`config.mk`:
```
export PLATFORM = sky130hd
export DESIGN_NAME = sync_length_deframer
export DESIGN_NICKNAME = d
export VERILOG_FILES = /design/src/sv/sld_pkg.sv /design/src/sv/sld_parser.sv /design/src/sv/sync_length_deframer.sv
export SDC_FILE = /design/constraint.sdc
export NUM_CORES = 1
export LEC_CHECK = 0
export ABC_AREA = 1
export BUFFER_PORTS_ARGS = -buffer_cell sky130_fd_sc_hd__buf_2
export CAP_MARGIN = 10
export CORE_UTILIZATION = 30
export CTS_CLUSTER_SIZE = 10
export DETAILED_ROUTE_END_ITERATION = 10
export SLEW_MARGIN = 20
export SYNTH_ARGS = -nofsm -noshare
export SYNTH_HDL_FRONTEND = slang
export SYNTH_SLANG_ARGS = --single-unit
```
`constraint.sdc`:
```
create_clock -name clk -period 2.4 [get_ports clk]
set_input_delay 0.48 -clock clk [delete_from_list [all_inputs] [get_ports clk]]
set_output_delay 0.48 -clock clk [all_outputs]
set_load 0.01 [all_outputs]
```
`src/sv/sld_pkg.sv`:
```
// ----------------------------------------------------------------------------
// sld_pkg
// Shared types and constants for the sync and length deframer.
// ----------------------------------------------------------------------------
package sld_pkg;

    localparam int BYTE_W = 8;
    localparam int LEN_W  = 16;
    localparam int IDX_W  = 2;

    localparam logic [IDX_W-1:0] CFG_SYNC_FIRST  = 2'd0;
    localparam logic [IDX_W-1:0] CFG_SYNC_SECOND = 2'd1;
    localparam logic [IDX_W-1:0] CFG_MAX_LENGTH  = 2'd2;

    localparam logic [BYTE_W-1:0] SYNC_FIRST_RESET  = 8'd148;
    localparam logic [BYTE_W-1:0] SYNC_SECOND_RESET = 8'd195;
    localparam logic [LEN_W-1:0]  MAX_LENGTH_RESET  = 16'd512;

    localparam logic KIND_PAYLOAD = 1'b0;
    localparam logic KIND_ERROR   = 1'b1;

    typedef enum logic [4:0] {
        PH_SYNC1   = 5'b00001,
        PH_SYNC2   = 5'b00010,
        PH_LEN_HI  = 5'b00100,
        PH_LEN_LO  = 5'b01000,
        PH_PAYLOAD = 5'b10000
    } phase_t;

    typedef struct packed {
        logic [BYTE_W-1:0] sync_first;
        logic [BYTE_W-1:0] sync_second;
        logic [LEN_W-1:0]  max_length;
    } cfg_t;

    typedef struct packed {
        logic              kind;
        logic [BYTE_W-1:0] out_byte;
        logic              frame_end;
    } result_t;

endpackage

```
`src/sv/sld_parser.sv`:
```
// ----------------------------------------------------------------------------
// sld_parser
// Frame parsing state machine; one byte per step, zero or one result.
// ----------------------------------------------------------------------------
module sld_parser (
    input  logic                     clk,
    input  logic                     rst_n,
    input  logic                     step,
    input  logic [sld_pkg::BYTE_W-1:0] data,
    input  sld_pkg::cfg_t            cfg,
    output logic                     res_valid,
    output sld_pkg::result_t         res
);
    import sld_pkg::*;

    phase_t            phase_reg, phase_next;
    logic [LEN_W-1:0]  frame_length_reg, frame_length_next;
    logic [LEN_W-1:0]  bytes_seen_reg, bytes_seen_next;
    logic [LEN_W-1:0]  length_word;
    logic [LEN_W:0]    seen_inc;
    logic              last;

    assign length_word = {frame_length_reg[LEN_W-1:BYTE_W], data};
    assign seen_inc    = {1'b0, bytes_seen_reg} + {{LEN_W{1'b0}}, 1'b1};
    assign last        = seen_inc >= {1'b0, frame_length_reg};

    always_comb
    begin
        phase_next        = phase_reg;
        frame_length_next = frame_length_reg;
        bytes_seen_next   = bytes_seen_reg;
        res_valid         = 1'b0;
        res.kind          = KIND_PAYLOAD;
        res.out_byte      = '0;
        res.frame_end     = 1'b0;
        case (phase_reg)
            PH_SYNC2:
            begin
                if (data == cfg.sync_second)
                begin
                    phase_next = PH_LEN_HI;
                end
                else if (data != cfg.sync_first)
                begin
                    phase_next = PH_SYNC1;
                end
            end
            PH_LEN_HI:
            begin
                frame_length_next = {data, {BYTE_W{1'b0}}};
                phase_next        = PH_LEN_LO;
            end
            PH_LEN_LO:
            begin
                frame_length_next = length_word;
                if (length_word != '0 && length_word <= cfg.max_length)
                begin
                    bytes_seen_next = '0;
                    phase_next      = PH_PAYLOAD;
                end
                else
                begin
                    phase_next = PH_SYNC1;
                    res_valid  = 1'b1;
                    res.kind   = KIND_ERROR;
                end
            end
            PH_PAYLOAD:
            begin
                bytes_seen_next = seen_inc[LEN_W-1:0];
                if (last)
                begin
                    phase_next = PH_SYNC1;
                end
                res_valid     = 1'b1;
                res.out_byte  = data;
                res.frame_end = last;
            end
            default:
            begin
                if (data == cfg.sync_first)
                begin
                    phase_next = PH_SYNC2;
                end
                else
                begin
                    phase_next = PH_SYNC1;
                end
            end
        endcase
    end

    always_ff @(posedge clk or negedge rst_n)
    begin
        if (!rst_n)
        begin
            phase_reg        <= PH_SYNC1;
            frame_length_reg <= '0;
            bytes_seen_reg   <= '0;
        end
        else if (step)
        begin
            phase_reg        <= phase_next;
            frame_length_reg <= frame_length_next;
            bytes_seen_reg   <= bytes_seen_next;
        end
    end

endmodule

```
`src/sv/sync_length_deframer.sv`:
```
// ----------------------------------------------------------------------------
// sync_length_deframer
// Hunts for two sync bytes, reads a 16-bit length and streams the payload.
// ----------------------------------------------------------------------------
// A result passes through the input register and then the result register.
// Throughput: one byte per cycle unless a result waits untaken; the input
// register loads whenever it is empty or its byte moves on, and the result
// register advances whenever it is empty or being taken.
// Reset: rst_n clears the handshake state, returns the parser to hunting for
// the first sync byte and loads the register reset values.
// ----------------------------------------------------------------------------
module sync_length_deframer (
    input  logic                       clk,
    input  logic                       rst_n,
    input  logic                       cfg_write,
    input  logic [sld_pkg::IDX_W-1:0]  cfg_index,
    input  logic [sld_pkg::LEN_W-1:0]  cfg_data,
    input  logic                       in_valid,
    output logic                       in_ready,
    input  logic [sld_pkg::BYTE_W-1:0] in_byte,
    output logic                       out_valid,
    input  logic                       out_ready,
    output logic                       kind,
    output logic [sld_pkg::BYTE_W-1:0] out_byte,
    output logic                       frame_end
);
    import sld_pkg::*;

    cfg_t              cfg_reg;
    logic              in_valid_reg;
    logic [BYTE_W-1:0] in_byte_reg;
    logic              out_valid_reg;
    result_t           out_reg;
    logic              advance;
    logic              step;
    logic              res_valid;
    result_t           res;

    assign advance  = !out_valid_reg || out_ready;
    assign step     = in_valid_reg && advance;
    assign in_ready = !in_valid_reg || advance;

    always_ff @(posedge clk or negedge rst_n)
    begin
        if (!rst_n)
        begin
            cfg_reg.sync_first  <= SYNC_FIRST_RESET;
            cfg_reg.sync_second <= SYNC_SECOND_RESET;
            cfg_reg.max_length  <= MAX_LENGTH_RESET;
        end
        else if (cfg_write)
        begin
            case (cfg_index)
                CFG_SYNC_FIRST:  cfg_reg.sync_first  <= cfg_data[BYTE_W-1:0];
                CFG_SYNC_SECOND: cfg_reg.sync_second <= cfg_data[BYTE_W-1:0];
                CFG_MAX_LENGTH:  cfg_reg.max_length  <= cfg_data;
                default:         cfg_reg             <= cfg_reg;
            endcase
        end
    end

    always_ff @(posedge clk or negedge rst_n)
    begin
        if (!rst_n)
        begin
            in_valid_reg <= 1'b0;
        end
        else if (in_ready)
        begin
            in_valid_reg <= in_valid;
        end
    end

    always_ff @(posedge clk)
    begin
        if (in_ready && in_valid)
        begin
            in_byte_reg <= in_byte;
        end
    end

    sld_parser u_parser (
        .clk       (clk),
        .rst_n     (rst_n),
        .step      (step),
        .data      (in_byte_reg),
        .cfg       (cfg_reg),
        .res_valid (res_valid),
        .res       (res)
    );

    always_ff @(posedge clk or negedge rst_n)
    begin
        if (!rst_n)
        begin
            out_valid_reg <= 1'b0;
        end
        else if (advance)
        begin
            out_valid_reg <= step && res_valid;
        end
    end

    always_ff @(posedge clk)
    begin
        if (step && res_valid)
        begin
            out_reg <= res;
        end
    end

    assign out_valid = out_valid_reg;
    assign kind      = out_reg.kind;
    assign out_byte  = out_reg.out_byte;
    assign frame_end = out_reg.frame_end;

endmodule

```
==> results.txt <==
----------------------------------------------------
[Yosys]
  Mean area per synthesized cell ... about 8.7 µm²
  Gate count after technology mapping ... between 500 and 600
  Number of flops mapped to enable cells by yosys ... 18
  Main area contributors after synthesis ... sky130_fd_sc_hd__dfrtp_1, sky130_fd_sc_hd__edfxtp_1, sky130_fd_sc_hd__ha_1
  Fraction of synthesis flops using an asynchronous set or reset pin ... 0.7978
  Synth area leader ... sky130_fd_sc_hd__dfrtp_1
  Area share of the largest cell type after synthesis ... 0.3207
  Synthesis Warnings ... 0
  Net Count, Synth ... a little over 600
  Count of state elements after synthesis ... between 80 and 90
  Count of different cell masters after synthesis ... 33
  Share of the yosys chip area belonging to registers ... 0.4814
  Dominant cell by count in the synthesized netlist ... sky130_fd_sc_hd__nand2_1
  Main synth FF type ... sky130_fd_sc_hd__dfrtp_1
  Netlist area before placement ... around 0.0048 mm²
  Commonest cells in the netlist ... sky130_fd_sc_hd__nand2_1, sky130_fd_sc_hd__inv_1, sky130_fd_sc_hd__dfrtp_1

[Floorplanning]
  Die Area ... around 0.017 mm²
  Vert. Die Dim ... roughly 130 µm
  Die W ... between 100 and 150 µm
  Row Count ... 46
  Initial Util ... 0.3056
  Core region area ... about 0.016 mm²
  Ports ... 43

[Critical path]
  Cell breakdown of the critical path ... ha_2 > nand3_2 > nor3b_2 > nand2_2 > nor2_4 > nand3_4 > nor2_4 > xor2_2 > ha_4 > a21oi_2 > o211ai_1 > inv_1 > nand2_2 > nor2_4 > nand4_4 > nand2_4 > nand2_1 > nand2_1
  Critical Path Max Stage Delay ... ~370 ps
  Type of the worst setup path ... reg -> reg
  Max stage delay cell, worst path ... sky130_fd_sc_hd__dfrtp_1
  Element type at the critical path end ... flip-flop
  Number of cells on the worst reg-to-reg path ... 18
  Most used cell, CP ... sky130_fd_sc_hd__nor2_4
  Setup slack of the worst register-to-register path ... -320 ps
  Source of the worst register-to-register timing path ... u_parser.bytes_seen_reg[0]
  Crit path DAT ... roughly 3000 ps
  Worst Setup Start Kind ... flip-flop
  Largest fanout of any net on the critical path ... 5
  Critical path data required time ... about 2700 ps
  Destination of the worst register-to-register timing path ... u_parser.phase_reg[2]

[Placed design]
  Standard cell area after detailed placement ... 0.005789 mm²
  Final RePlAce weighted congestion ... roughly 0.82
  Worst setup slack before clock tree synthesis ... -315.5 ps
  DPL Wire Length ... a little under 9 mm
  Port buffer count ... 42

[Drt]
  Number of DRC violations after detailed routing ... 0
  DR iter-0 viols ... approximately 240
  Number of iterations in the first detailed-routing pass ... 5
  Total wirelength of the detailed-routed design ... 11.65 mm
  Via count ... around 4000
  Number of antenna-violating nets in the routed design ... 0
  Wirelength per Cell ... 13.10 µm
  Detail-routed via count per cell ... 4.481

[Power]
  Clk network pwr share ... 0.371
  Comb power frac ... 0.160
  Peak ir drop on the vdd network ... 329.0 µV
  Switching power ... ~1 mW
  Power density relative to cell area ... between 600 and 700 mW/mm²
  Cell leakage power ... about 3.2 nW
  Share of total power consumed by net switching ... 0.2635
  Reg power frac ... 0.469
  Int Pwr ... approximately 2.8 mW

[Outcome]
  Outcome ... complete, but fails checks
  Failing checks ... negative setup slack

[Timing]
  Worst-margin pin slew ... between 500 and 600 ps
  Final WS setup ... -322.0 ps
  Crit path time final ... roughly 2700 ps
  Slew HR ... 0.6205
  Max-slew violations ... 0
  Max Freq ... ~0.37 GHz
  RSZ-0062 raised after global routing ... yes
  Fraction of the cycle the final worst path needs ... 1.134
  Clock Skew ... a little over 8 ps
  Setup violators final ... 6
  Final hold violations ... 0

[Finish]
  Synth-to-Final Area Change ... 28.61%
  FILL cells ... roughly 1600
  Diodes inserted ... 0
  Post-route design area ... roughly 0.0062 mm²
  Layout cell share with drive strength beyond 1 ... 0.2496
  Final core occ ... 0.3930
  Net count reported at finish ... ~730
  Flip-flop count of the largest register after layout ... 32

[GRT]
  Global route total overflow ... 0
  Initial antenna violation count ... 0
  Most crowded layer after global routing ... met2
  Met3 capacity usage during global routing ... 0.02786
  Largest net degree at the start of global routing ... a little over 50
  First-pass GRT wire length ... between 15 and 20 mm
  Met2 track utilization from global routing ... 0.2537
  Via count of the first global-routing pass ... between 4000 and 5000
  Global-route track usage on met1 ... 0.2044
  GRT Total Usage ... 0.1533

[Flow run]
  Max-cap viol count ... 0

[Clocking]
  Worst-path clk slew ... around 60 ps
  Root buffer selected by CTS ... sky130_fd_sc_hd__clkbuf_16
  Worst skew pair latency ... roughly 340 ps
  CTS tree ... done
  Clock Sink Count ... 89
  Num CTS Buffers ... 9
  Clock H-tree levels ... 3
  Max clock buf depth ... 2

[Min path]
  Worst min-delay path class ... in -> async

----------------------------------------------------
-- critical path, delay by kind of cell, from the launching register on --
kind                       cells  cell delay, ps
and+or+nand+nor               12            1330
AOI/OAI and AO/OA              2             210
xor gates and xnor gates       1             220
buffers and inverters          1              80
DFF                            1             370
adders and majority gates      2             450
-- per-stage QoR --
step                      std cells  power (mW)  hold WS, ps  TNS, ps
after global routing            889       3.948        154.3    -3283
after CTS                       888       3.800        122.5    -1689
after floorplan                 559       2.142        184.4   -787.1
final                           889       3.756        112.2    -1901
after global placement          870       2.364        467.0    -3662
after detailed placement        870       2.379        471.8    -4570
-- timing repair --
action | in CTS | in global routing
hold buffers | 0 | 0
setup endpoints to repair | 20 | 33
pin swaps | 2 | 13
gates resized for setup | 10 | 13
buffers inserted | 2 | 1
-- placed cells by master, fill, tap and decap left out, drive strengths merged, types with 2 or more instances in the layout --
master and n:
o22ai 7, nor3 3, dfrtp 62, buf 108, dfstp 9, nand2 112, xor2 26, inv 93
clkbuf 12, nor2 49, nand3 31, o21bai 2, edfxtp 18, o21ai 49, or2 3, ha 33
nor4 6, nand4 20, a21oi 23
-- worst max-delay path by stage --
stage,startpoint,to,slack (ps)
floorplan,u_parser.bytes_seen_reg[0],u_parser.phase_reg[4],-140
global placement,u_parser.bytes_seen_reg[0],u_parser.phase_reg[0],-250
detailed placement,u_parser.bytes_seen_reg[0],u_parser.phase_reg[2],-320
CTS,u_parser.bytes_seen_reg[0],u_parser.phase_reg[2],-290
global route,u_parser.bytes_seen_reg[1],u_parser.phase_reg[4],-560
finish,u_parser.bytes_seen_reg[0],u_parser.phase_reg[2],-320
-- cell families after synthesis --
group | after synthesis | share of synthesized area
XOR/XNOR | 26 | 0.04863
buffers and inverters | 102 | 0.08096
AND/OR/NAND/NOR | 226 | 0.2139
flip-flops | 89 | 0.4814
AO/OA/AOI/OAI | 83 | 0.08976
adder cells (fa/ha/maj) | 33 | 0.08536
-- final cells by class --
| type | instances | area [µm²] | share of cell area |
|---|---|---|---|
| Tap cell | 216 | 270.3 | 0.04344 |
| Timing Repair Buffer | 108 | 743.2 | 0.1195 |
| Multi-Input combinational cell | 368 | 2245 | 0.3608 |
| Sequential cell | 89 | 2328 | 0.3743 |
| Inverter | 92 | 345.3 | 0.05551 |
| Clock inverter | 4 | 52.55 | 0.008447 |
| Clock buffer | 12 | 236.5 | 0.03801 |
-- power by group through the flow --
stage	Combinational [mW]	Sequential (mW)	Clock [mW]
2_1_floorplan	0.359	1.78	0
3_3_place_gp	0.578	1.79	0
3_5_place_dp	0.588	1.79	0
4_1_cts	0.607	1.76	1.43
5_1_grt	0.694	1.78	1.48
6_report	0.600	1.76	1.39
-- layer usage --
layer | part of all wire | wire length (µm)
met5 | 0 | 0
met2 | 0.47 | 5495
met3 | 0.035 | 408
met4 | 0.010 | 122
met1 | 0.48 | 5622
No activity file was read; power rests on OpenSTA's default activity.
